**src/design/text_screen_char_writer_assert.svh**
```systemverilog
// Assertion macros for the text screen character writer.
`ifndef TEXT_SCREEN_CHAR_WRITER_ASSERT_SVH
`define TEXT_SCREEN_CHAR_WRITER_ASSERT_SVH

// Condition that must hold at every clock edge out of reset.
`define TSCW_ASSERT_ALWAYS(label, clk, rst_n, cond, msg) \
  label: assert property (@(posedge clk) disable iff (!rst_n) (cond)) else $error(msg);

// Consequent that must hold in the same cycle as the antecedent.
`define TSCW_ASSERT_IMPLY(label, clk, rst_n, ante, cons, msg) \
  label: assert property (@(posedge clk) disable iff (!rst_n) (ante) |-> (cons)) \
    else $error(msg);

`endif

```
**src/design/tscw_pkg.sv**
```systemverilog
// Shared types and constants of the text screen character writer.
package tscw_pkg;

  localparam int ACTION_W   = 2;
  localparam int CHAR_W     = 8;
  localparam int ADDR_W     = 11;
  localparam int POS_W      = 11;
  localparam int CELL_W     = 16;
  localparam int IN_DATA_W  = 24;
  localparam int IN_USER_W  = 2;
  localparam int OUT_DATA_W = 32;
  localparam int OUT_PAD_W  = OUT_DATA_W - POS_W - CELL_W - 1;

  localparam logic [CELL_W-1:0] ATTR_CELL  = 16'h0700;
  localparam logic [CELL_W-1:0] BLANK_CELL = 16'h0720;
  localparam logic [CHAR_W-1:0] NEWLINE    = 8'd10;

  typedef enum logic [1:0] {
    ACT_PUT  = 2'd0,
    ACT_BACK = 2'd1,
    ACT_READ = 2'd2,
    ACT_NOP  = 2'd3
  } act_e;

  typedef enum logic [1:0] {
    CUR_BACK,
    CUR_NEWLINE,
    CUR_ADVANCE
  } cur_op_e;

  typedef struct packed {
    logic    upd;
    cur_op_e op;
  } cur_cmd_t;

  typedef enum logic [2:0] {
    ST_CLEAR,
    ST_IDLE,
    ST_READ,
    ST_SCROLL,
    ST_BLANK
  } state_e;

endpackage

```
**src/design/tscw_cursor.sv**
```systemverilog
// Cursor tracker: row, column and linear cell index with wrap detection.
module tscw_cursor #(
  parameter int COLUMNS = 80,
  parameter int ROWS    = 24
) (
  input  logic                                clk_i,
  input  logic                                rst_ni,
  input  tscw_pkg::cur_cmd_t                  cmd_i,
  output logic [$clog2(COLUMNS*ROWS+1)-1:0]   lin_o,
  output logic                                wrap_o
);

  import tscw_pkg::*;

  localparam int CELLS = COLUMNS * ROWS;
  localparam int LW    = $clog2(CELLS + 1);
  localparam int CW    = $clog2(COLUMNS);
  localparam int RW    = $clog2(ROWS + 1);

  logic [RW-1:0] row_q, row_d, row_n;
  logic [CW-1:0] col_q, col_d, col_n;
  logic [LW-1:0] lin_q, lin_d, lin_n;

  // Candidate position for the presented operation, before any scroll.
  always_comb begin
    row_n = row_q;
    col_n = col_q;
    lin_n = lin_q;
    unique case (cmd_i.op)
      CUR_BACK: begin
        if (lin_q != '0) begin
          lin_n = LW'(lin_q - 1'b1);
          if (col_q == '0) begin
            row_n = RW'(row_q - 1'b1);
            col_n = CW'(COLUMNS - 1);
          end else begin
            col_n = CW'(col_q - 1'b1);
          end
        end
      end
      CUR_NEWLINE: begin
        row_n = RW'(row_q + 1'b1);
        col_n = '0;
        lin_n = LW'(lin_q + LW'(COLUMNS) - LW'(col_q));
      end
      CUR_ADVANCE: begin
        lin_n = LW'(lin_q + 1'b1);
        if (col_q == CW'(COLUMNS - 1)) begin
          row_n = RW'(row_q + 1'b1);
          col_n = '0;
        end else begin
          col_n = CW'(col_q + 1'b1);
        end
      end
      default: begin
        row_n = row_q;
      end
    endcase
  end

  assign wrap_o = (row_n == RW'(ROWS));

  // Land on the start of the last row when the move runs off the screen.
  always_comb begin
    row_d = row_q;
    col_d = col_q;
    lin_d = lin_q;
    if (cmd_i.upd) begin
      if (wrap_o) begin
        row_d = RW'(ROWS - 1);
        col_d = '0;
        lin_d = LW'(CELLS - COLUMNS);
      end else begin
        row_d = row_n;
        col_d = col_n;
        lin_d = lin_n;
      end
    end
  end

  always_ff @(posedge clk_i or negedge rst_ni) begin
    if (!rst_ni) begin
      row_q <= '0;
      col_q <= '0;
      lin_q <= '0;
    end else begin
      row_q <= row_d;
      col_q <= col_d;
      lin_q <= lin_d;
    end
  end

  assign lin_o = lin_q;

endmodule

```
**config.mk**
```make
export PLATFORM = sky130hd
export DESIGN_NAME = tscw_cursor
export DESIGN_NICKNAME = d
export VERILOG_FILES = /design/src/design/text_screen_char_writer_assert.svh /design/src/design/tscw_pkg.sv /design/src/design/tscw_cursor.sv
export SDC_FILE = /design/constraint.sdc
export NUM_CORES = 1
export LEC_CHECK = 0
export BUFFER_PORTS_ARGS = -buffer_cell sky130_fd_sc_hd__buf_4
export CELL_PAD_IN_SITES_DETAIL_PLACEMENT = 1
export CELL_PAD_IN_SITES_GLOBAL_PLACEMENT = 2
export CORE_MARGIN = 5
export CORE_UTILIZATION = 40
export DETAILED_ROUTE_END_ITERATION = 10
export PLACE_DENSITY_LB_ADDON = 0.08
export SYNTH_ARGS = -nofsm -noshare
export SYNTH_HDL_FRONTEND = slang
export SYNTH_SLANG_ARGS = --single-unit
```
**constraint.sdc**
```tcl
create_clock -name clk_i -period 4.95 [get_ports clk_i]
set_input_delay 0.2475 -clock clk_i [delete_from_list [all_inputs] [get_ports clk_i]]
set_output_delay 0.2475 -clock clk_i [all_outputs]
set_load 0.01 [all_outputs]
```
Word-level counts from Yosys, hierarchy flattened
Cells that the tools add are included.
- $add $sub $neg: 8
- equality and inequality tests: 5
- muxes and demuxes: 13
- reduce and logical (&&, ||, !) cells: 5
- operators with widths (cell ; count):
    $pmux 11 s3 ; 1
    $mux 7 ; 4
    $mux 11 ; 2
    $pmux 7 s3 ; 1
    $mux 5 ; 4
    $pmux 5 s3 ; 1
    $add 11x1->11 const B ; 1
    $add 11x7->11 const B ; 1
    $reduce_bool 11->1 ; 1
    $sub 11x1->11 const B ; 1
    $sub 11x7->11 ; 1
    $add 7x1->7 const B ; 1
    $eq 7x7->1 const B ; 1
    $logic_not 7->1 ; 1
    $sub 7x1->7 const B ; 1
    $add 5x1->5 const B ; 1
    $eq 5x5->1 const B ; 1
    $sub 5x1->5 const B ; 1
    $reduce_bool 4->1 ; 1
    $ne 3x3->1 const B ; 1
    $reduce_and 3->1 ; 1
    $eq 2x1->1 const B ; 1
    $eq 2x2->1 const B ; 1
    $logic_not 2->1 ; 1
- flip-flop bits (word level): 23
- input port bits: 5
- output and inout bits: 12
- logic and storage cells: 34

Longest topological paths before layout
Gate-level depths: netlist (run 1).
- word-level depth: 7
- mapped depth: 12
- gate-level depth less buffers: 12

Worst setup path after synthesis (run 1)
Ideal clock, no wire load.
- path kind: flip-flop to flip-flop
- start point: reg col_q[2]
- end point: reg lin_q[9] (netlist: lin_o[9])
- library setup time: 0.126 ns
- arrival: 2.860 ns
- data required time: 4.824 ns
- path slack: 1.964 ns
- cell stages (with the launch flop): 12
- buffers on the path: 1
- period minus slack after synthesis: 2.986 ns
- path through: dfrtp_1 -> clkbuf_1 -> inv_1 -> ha_1 -> fa_1 -> a21o_1 -> a21oi_1 -> o21ai_0 -> o41ai_1 -> xnor2_1 -> o2bb2ai_1 -> o32a_1
- longest elaborated chain between the ends: 7
- elaborated cells between the ends (all ways): 13
- those cells by class: 1 x add/sub; 3 x eq/ne; 6 x mux; 3 x reduce/logical
- RTL lines (what ; line ; source):
    from (decl) ; tscw_cursor.sv:21 ; logic [CW-1:0] col_q, col_d, col_n;
    from (signal assigned) ; tscw_cursor.sv:88 ; col_q <= col_d;
    $logic_not 7->1 ; tscw_cursor.sv:33 ; if (col_q == '0) begin
    $mux 5 ; tscw_cursor.sv:33 ;
    $mux 5 ; tscw_cursor.sv:31 ; if (lin_q != '0) begin
    $pmux 5 s3 ; tscw_cursor.sv:29 ; unique case (cmd_i.op)
    $eq 5x5->1 ; tscw_cursor.sv:61 ; assign wrap_o = (row_n == RW'(ROWS));
    $ne 3x3->1 (no line) / $reduce_bool 4->1 (equally long branches) ; n/a ;
    $reduce_and 3->1 (no line) ; n/a ;
    to (signal assigned) ; tscw_cursor.sv:89 ; lin_q <= lin_d;
    to (decl) ; tscw_cursor.sv:22 ; logic [LW-1:0] lin_q, lin_d, lin_n;
Several ways; a longest one is shown, not always the timed one.
A chain may end at the register's enable or synchronous reset.

Final worst setup path (run 1)
- start point: reg col_q[0]
- end point: out wrap_o
- longest elaborated chain between the ends: 5
- elaborated cells between the ends (all ways): 7
- those cells by class: 2 x eq/ne; 4 x mux; 1 x reduce/logical
- RTL lines (what ; line ; source):
    $logic_not 7->1 ; tscw_cursor.sv:33 ;
    $mux 5 ; tscw_cursor.sv:33 ;
    $mux 5 ; tscw_cursor.sv:31 ;
    $pmux 5 s3 * ; tscw_cursor.sv:29 ;
    $eq 5x5->1 * ; tscw_cursor.sv:61 ;
    to (decl) ; tscw_cursor.sv:10 ; output logic wrap_o
Every way passes the cells marked *; elsewhere a longest branch is shown, timed or not.

==> results of run 1 <==
layer usage:
| layer | routed length, µm | part of all wire |
|---|---|---|
| met2 | 4680 | 0.50 |
| met3 | 159 | 0.017 |
| met1 | 4350 | 0.47 |
| met5 | 0 | 0 |
| met4 | 114 | 0.012 |
state kept, by name (all words and copies together) (netlist names):
name,count
col_q,7
row_q,5
lin_o,11
power by group through the flow:
stage | sequential [mW] | combinational, mW | clock [mW]
floorplan | 0.384 | 1.22 | 0
global placement | 0.434 | 1.55 | 0
detailed placement | 0.439 | 1.60 | 0
CTS | 0.435 | 1.60 | 0.123
global route | 0.455 | 1.81 | 0.132
finish | 0.436 | 1.59 | 0.121
cell usage after synthesis, types with 6 or more instances:
| master | n | area (µm²) |
|---|---|---|
| a31oi_1 | 11 | 68.8 |
| nand3_1 | 12 | 60.1 |
| o2111ai_1 | 8 | 70.1 |
| nor2_1 | 21 | 78.8 |
| clkbuf_1 | 15 | 56.3 |
| ha_1 | 34 | 425 |
| nor3_1 | 13 | 65.1 |
| o21ai_0 | 20 | 100 |
| xnor2_1 | 6 | 52.6 |
| xor2_1 | 7 | 61.3 |
| dfrtp_1 | 23 | 576 |
| nand2_1 | 35 | 131 |
| a21oi_1 | 18 | 90.1 |
| a21o_1 | 6 | 45.0 |
| inv_1 | 36 | 135 |
worst reg2reg max path: cells and delay by family (launching register included):
kind | cells | cell delay [ps]
multiplexers | 1 | 300
adder cells (fa/ha/maj) | 1 | 290
AO/OA/AOI/OAI | 3 | 1240
AND/OR/NAND/NOR | 3 | 1260
flip-flops | 1 | 480
cell families (layout without fill, tap and decap cells):
kind of cell | after synthesis | count (layout) | synth area share
flops | 23 | 23 | 0.195
simple gates | 122 | 122 | 0.223
xor+xnor | 13 | 13 | 0.0386
buf+inv | 59 | 60 | 0.0823
mux | 4 | 4 | 0.0140
compound gates | 121 | 121 | 0.289
fa+ha+maj | 36 | 36 | 0.158
placed cells by master (no fill, tap or decap), types with 4 or more instances in the layout:
| cell | synthesis | layout |
|---|---|---|
| a211oi_1 | 4 | 4 |
| a21o_1 | 6 | 6 |
| a21oi_1 | 18 | 18 |
| a31o_2 | 4 | 4 |
| a31oi_1 | 11 | 11 |
| and2_1 | 5 | 5 |
| buf_4 | 1 | 18 |
| dfrtp_1 | 23 | 23 |
| ha_1 | 34 | 34 |
| inv_1 | 36 | 36 |
| nand2_1 | 35 | 35 |
| nand3_1 | 12 | 12 |
| nor2_1 | 21 | 21 |
| nor3_1 | 13 | 13 |
| nor3b_1 | 4 | 4 |
| nor4_1 | 4 | 4 |
| o2111ai_1 | 8 | 8 |
| o211ai_1 | 4 | 4 |
| o21ai_0 | 20 | 20 |
| o21ai_1 | 5 | 5 |
| o221ai_1 | 5 | 5 |
| o22ai_1 | 5 | 5 |
| xnor2_1 | 6 | 6 |
| xor2_1 | 7 | 7 |
worst min path at each step:
stage,start,slack (ps),cells after the start,to
3_3_place_gp,rst_ni,160,1,lin_o[2]
5_1_grt,cmd_i[2],370,2,col_q[6]
6_report,cmd_i[2],350,2,col_q[6]
3_5_place_dp,rst_ni,170,1,lin_o[0]
4_1_cts,cmd_i[2],350,2,col_q[6]
2_1_floorplan,rst_ni,-50,0,col_q[0]
timing repair:
action / CTS / global route
setup endpoints to repair: 0 / 0
hold buffers: 1 / 0
endpoints found under the hold margin: 23 / 0
setup buffers: 0 / 0
metrics by stage:
stage	hold slack (ps)	instances	setup WS [ps]	utilization
6_report	351	478	1250	0.438
4_1_cts	346	478	1250	0.438
5_1_grt	367	478	936	0.438
3_5_place_dp	171	473	1420	0.430
2_1_floorplan	-48.1	378	1960	-
3_3_place_gp	163	473	1480	0.430
layout make-up:
cell class	count	area [µm²]	area share
multi-input cells	296	2130	0.674
inverters	37	139	0.0440
clock buffers	4	45.0	0.0143
well taps	99	124	0.0392
repair buffers	19	145	0.0459
flip-flops and latches	23	576	0.182
==> flow_summary.ini, run 1 <==
[status]
status = finished, final reports clean

[global_routing]
antenna_found_initial = 0
use_met2 = 0.383
grt_util_all_layers = 0.216
grt_pass1_vias = 3018
grt_overflow = 0
use_met1 = 0.287
top_usage_layer = met2
grt_pass1_wl_mm = 15.5
met3_usage = 0.0141
grt_max_degree = 33

[job]
cap_violations = 0

[floorplanning]
initial_core_util = 0.409
die_area_um2 = 9190
fp-row-count = 31
die_w_um = 95.9
coreArea_um2 = 7210
ioPinCount = 17
fp.dieH_um = 95.9

[drt]
num_vias = 2899
wl_mm = 9.30
drtIter0Drc = 155
via_per_inst = 6.06
first_pass_iters = 4
drc = 0
detail-route-antenna-nets = 0
wl_per_cell_um = 19.5

[logic_synthesis]
avgSynthCellArea_um2 = 7.80
ys_types = 68
synth_seq_cells = 23
syn_area_um2 = 2950
syn_nets = 419
synth_ff_type = dfrtp_1
synth-edff-count = 0
async_reset_ff_frac = 1.00
syn_inst = 378
synth_seq_area_share = 0.195
ys_warn_count = 0

[critical_path]
crit_buf_inv = 3
crit_start = col_q[0]
r2r_cells = 8
reg2reg_from = col_q[0]
cp.required_ps = 4700
endpoint = wrap_o
path_max_fanout = 14
crit_cells = 10
cp_top_family = simple AND/OR/NAND/NOR gates
cp_slowest_cell = or2_1
worstSetupEndpointType = output port
critPathArrivalTime_ps = 3450
crit_chain = inv_1 -> ha_1 -> nor2b_1 -> and2_1 -> a211oi_1 -> nor3_1 -> o2111ai_2 -> or2_1 -> inv_2 -> buf_4
r2r-end = lin_o[1]
worstSetupStartpointType = flop
critPathMaxStageDelay_ps = 480
worstSetupPathType = flop to output port
worst-r2r-setup-slack_ps = 1290

[layout]
fin_nets = 421
fin_area_um2 = 3160
syn2layout_area_growth_pct = 7.13
fill_cells = 919
drive_gt1_frac = 0.0976
num_antenna_cells = 0

[power]
cellPowerDensity_nw_per_um2 = 680
p_int_mw = 1.02
clockPowerShare = 0.056
cellLeakagePower_nw = 1.38
peakVddDrop_mv = 0.304
comb_power_share = 0.741
netSwitchingPower_mw = 1.13
p_sw_frac = 0.524
power_mw = 2.15
seqPwrFrac = 0.203

[sta]
fin_crit_sh = 0.747
tightest_slew_ps = 677
hold_viol_final = 0
rsz0062_at_grt = false
relSlewSlack = 0.549
max_freq_ghz = 0.271
period_minus_slack_ps = 3700
setup_viol = 0
tns_ps = 0
clock_skew_ps = 6.94
slew_viol_final = 0

[clock_network]
numCtsBuffers = 3
cts_tree = yes
cts_root_buf = clkbuf_8
cts_max_path_buffers = 2
path_clk_slew_ps = 90
cts-htree-levels = 1
cts_resized = 0
clock_sinks = 23
clk-insertion-delay-late_ps = 270

[placement]
gp_congestion = 0.932
dp_hpwl_mm = 7.16
placedInstanceArea_um2 = 3100
portBuffers = 16

[hold_path]
hp-class = input port to flop
(Power assumes the default switching activity.)
==> inputs of run 2 (changes only) <==
--- a/config.mk
+++ b/config.mk
@@ -9,7 +9,7 @@
 export CELL_PAD_IN_SITES_DETAIL_PLACEMENT = 1
 export CELL_PAD_IN_SITES_GLOBAL_PLACEMENT = 2
 export CORE_MARGIN = 5
-export CORE_UTILIZATION = 40
+export CORE_UTILIZATION = 34
 export DETAILED_ROUTE_END_ITERATION = 10
 export PLACE_DENSITY_LB_ADDON = 0.08
 export SYNTH_ARGS = -nofsm -noshare
==> constraint.sdc (replaced) <==
create_clock -name clk_i -period 3.4 [get_ports clk_i]
set_input_delay 0.17 -clock clk_i [delete_from_list [all_inputs] [get_ports clk_i]]
set_output_delay 0.17 -clock clk_i [all_outputs]
set_load 0.01 [all_outputs]
==> flow_summary.ini, run 2 (synthesis gave the netlist of run 1 again) <==
[critical_path]
endpoint = wrap_o
r2r-end = lin_o[9]
cp_slowest_cell = or4_1
worstSetupPathType = flop to output port
cp_top_family = simple AND/OR/NAND/NOR gates
crit_cells = 8
worst-r2r-setup-slack_ps = 280
critPathArrivalTime_ps = 3090
worstSetupStartpointType = flop
crit_start = lin_o[1]
path_max_fanout = 8
reg2reg_from = col_q[1]
crit_chain = or4_1 -> nor3_4 -> o32ai_1 -> nor4b_2 -> o2111ai_2 -> or2_1 -> inv_2 -> buf_4
r2r_cells = 11
crit_buf_inv = 2
critPathMaxStageDelay_ps = 660
cp.required_ps = 3230
worstSetupEndpointType = output port

[hold_path]
hp-start = cmd_i[2]
hp-class = input port to flop

[drt]
drc = 0
via_per_inst = 5.87
num_vias = 2930
first_pass_iters = 4
drtIter0Drc = 67
wl_mm = 9.87
wl_per_cell_um = 19.8
detail-route-antenna-nets = 0

[sta]
setup_viol = 0
tns_ps = 0
fin_crit_sh = 0.957
rsz0062_at_grt = false
clock_skew_ps = 8.15
hold_viol_final = 0
slew_viol_final = 0
period_minus_slack_ps = 3260
relSlewSlack = 0.652
tightest_slew_ps = 522
max_freq_ghz = 0.307

[layout]
layout_common_cells = 36 x inv_1, 35 x nand2_1, 34 x ha_1
post-route-util = 0.381
num_antenna_cells = 0
layout_commonest_cell = inv_1
final_cells = 499
fin_nets = 433
syn2layout_area_growth_pct = 11.1
drive_gt1_frac = 0.138
fin_area_um2 = 3280
largest_reg_flops = 11

[power]
p_int_mw = 1.53
p_sw_frac = 0.521
peakVddDrop_mv = 0.437
cellLeakagePower_nw = 1.44
netSwitchingPower_mw = 1.67
clockPowerShare = 0.056
seqPwrFrac = 0.189
cellPowerDensity_nw_per_um2 = 976
comb_power_share = 0.755

[floorplanning]
coreArea_um2 = 8590
fp-row-count = 34
initial_core_util = 0.343
die_w_um = 103
fp.dieH_um = 103
ioPinCount = 17
die_area_um2 = 10600

[placement]
dp_hpwl_mm = 7.70
dp.cells = 494
portBuffers = 16
gp_congestion = 0.784
placedInstanceArea_um2 = 3210

[clock_network]
clock_sinks = 23
cts-htree-levels = 1
cts_tree = yes
cts_max_path_buffers = 2
numCtsBuffers = 3
clk-insertion-delay-late_ps = 270
cts_root_buf = clkbuf_8
cts_setup_buffers = 0
path_clk_slew_ps = 90

[global_routing]
antenna_found_initial = 0
grt_pass1_wl_mm = 16.4
grt_overflow = 0
grt_util_all_layers = 0.199
grt_pass1_vias = 3090
grt_max_degree = 26

[status]
status = finished, final reports clean

[job]
cap_violations = 0
[run 2: through the flow]
stage | hold slack, ps | setup slack [ps] | total power, mW
2_1_floorplan | -126 | 414 | 2.34
6_report | 265 | 145 | 3.20
3_5_place_dp | 101 | 308 | 3.03
3_3_place_gp | 98.5 | 354 | 2.99
4_1_cts | 262 | 67.2 | 3.22
5_1_grt | 272 | 7.61 | 3.56
[run 2: worst register-to-register path, cell delays in order, from the launching register on]
cell and delay [ps]:
dfrtp_1 430, inv_1 160, ha_1 260, ha_1 240
fa_1 410, a21o_1 170, a21oi_1 230, o21ai_0 180
o41ai_1 340, xnor2_1 120, o2bb2ai_1 130, o32a_1 330
[run 2: what timing repair did]
action / 4_1_cts / 5_1_grt
resized for setup: 0 / 4
setup endpoints to repair: 0 / 3
hold buffers: 1 / 0
endpoints found under the hold margin: 23 / 0
[run 2: worst min path at each step]
stage | end | cells after the start
2_1_floorplan | col_q[0] | 0
3_3_place_gp | lin_o[3] | 1
3_5_place_dp | lin_o[3] | 1
4_1_cts | col_q[6] | 2
5_1_grt | col_q[6] | 2
6_report | col_q[6] | 2
[run 2: power by group through the flow]
stage               clock, mW  combinational, mW  sequential, mW
floorplan                   0               1.78           0.559
global placement            0               2.39           0.604
detailed placement          0               2.42           0.608
CTS                     0.188               2.43           0.603
global route            0.199               2.73           0.633
finish                  0.179               2.41           0.606
[run 2: final cells by class]
| type | instances | area [µm²] |
|---|---|---|
| Sequential cell | 23 | 576 |
| Clock inverter | 1 | 5.00 |
| Multi-Input combinational cell | 296 | 2150 |
| Fill cell | 1062 | 5320 |
| Timing Repair Buffer | 31 | 235 |
| Inverter | 37 | 139 |
| Clock buffer | 3 | 41.3 |
| Tap cell | 108 | 135 |
[run 2: per-layer routing]
metal	GRT usage	up-vias	share of wire
li1	-	1435	-
met1	0.278	1463	0.49
met2	0.342	26	0.48
met3	0.0129	6	0.019
met4	0.0309	0	0.0090
met5	0	-	0
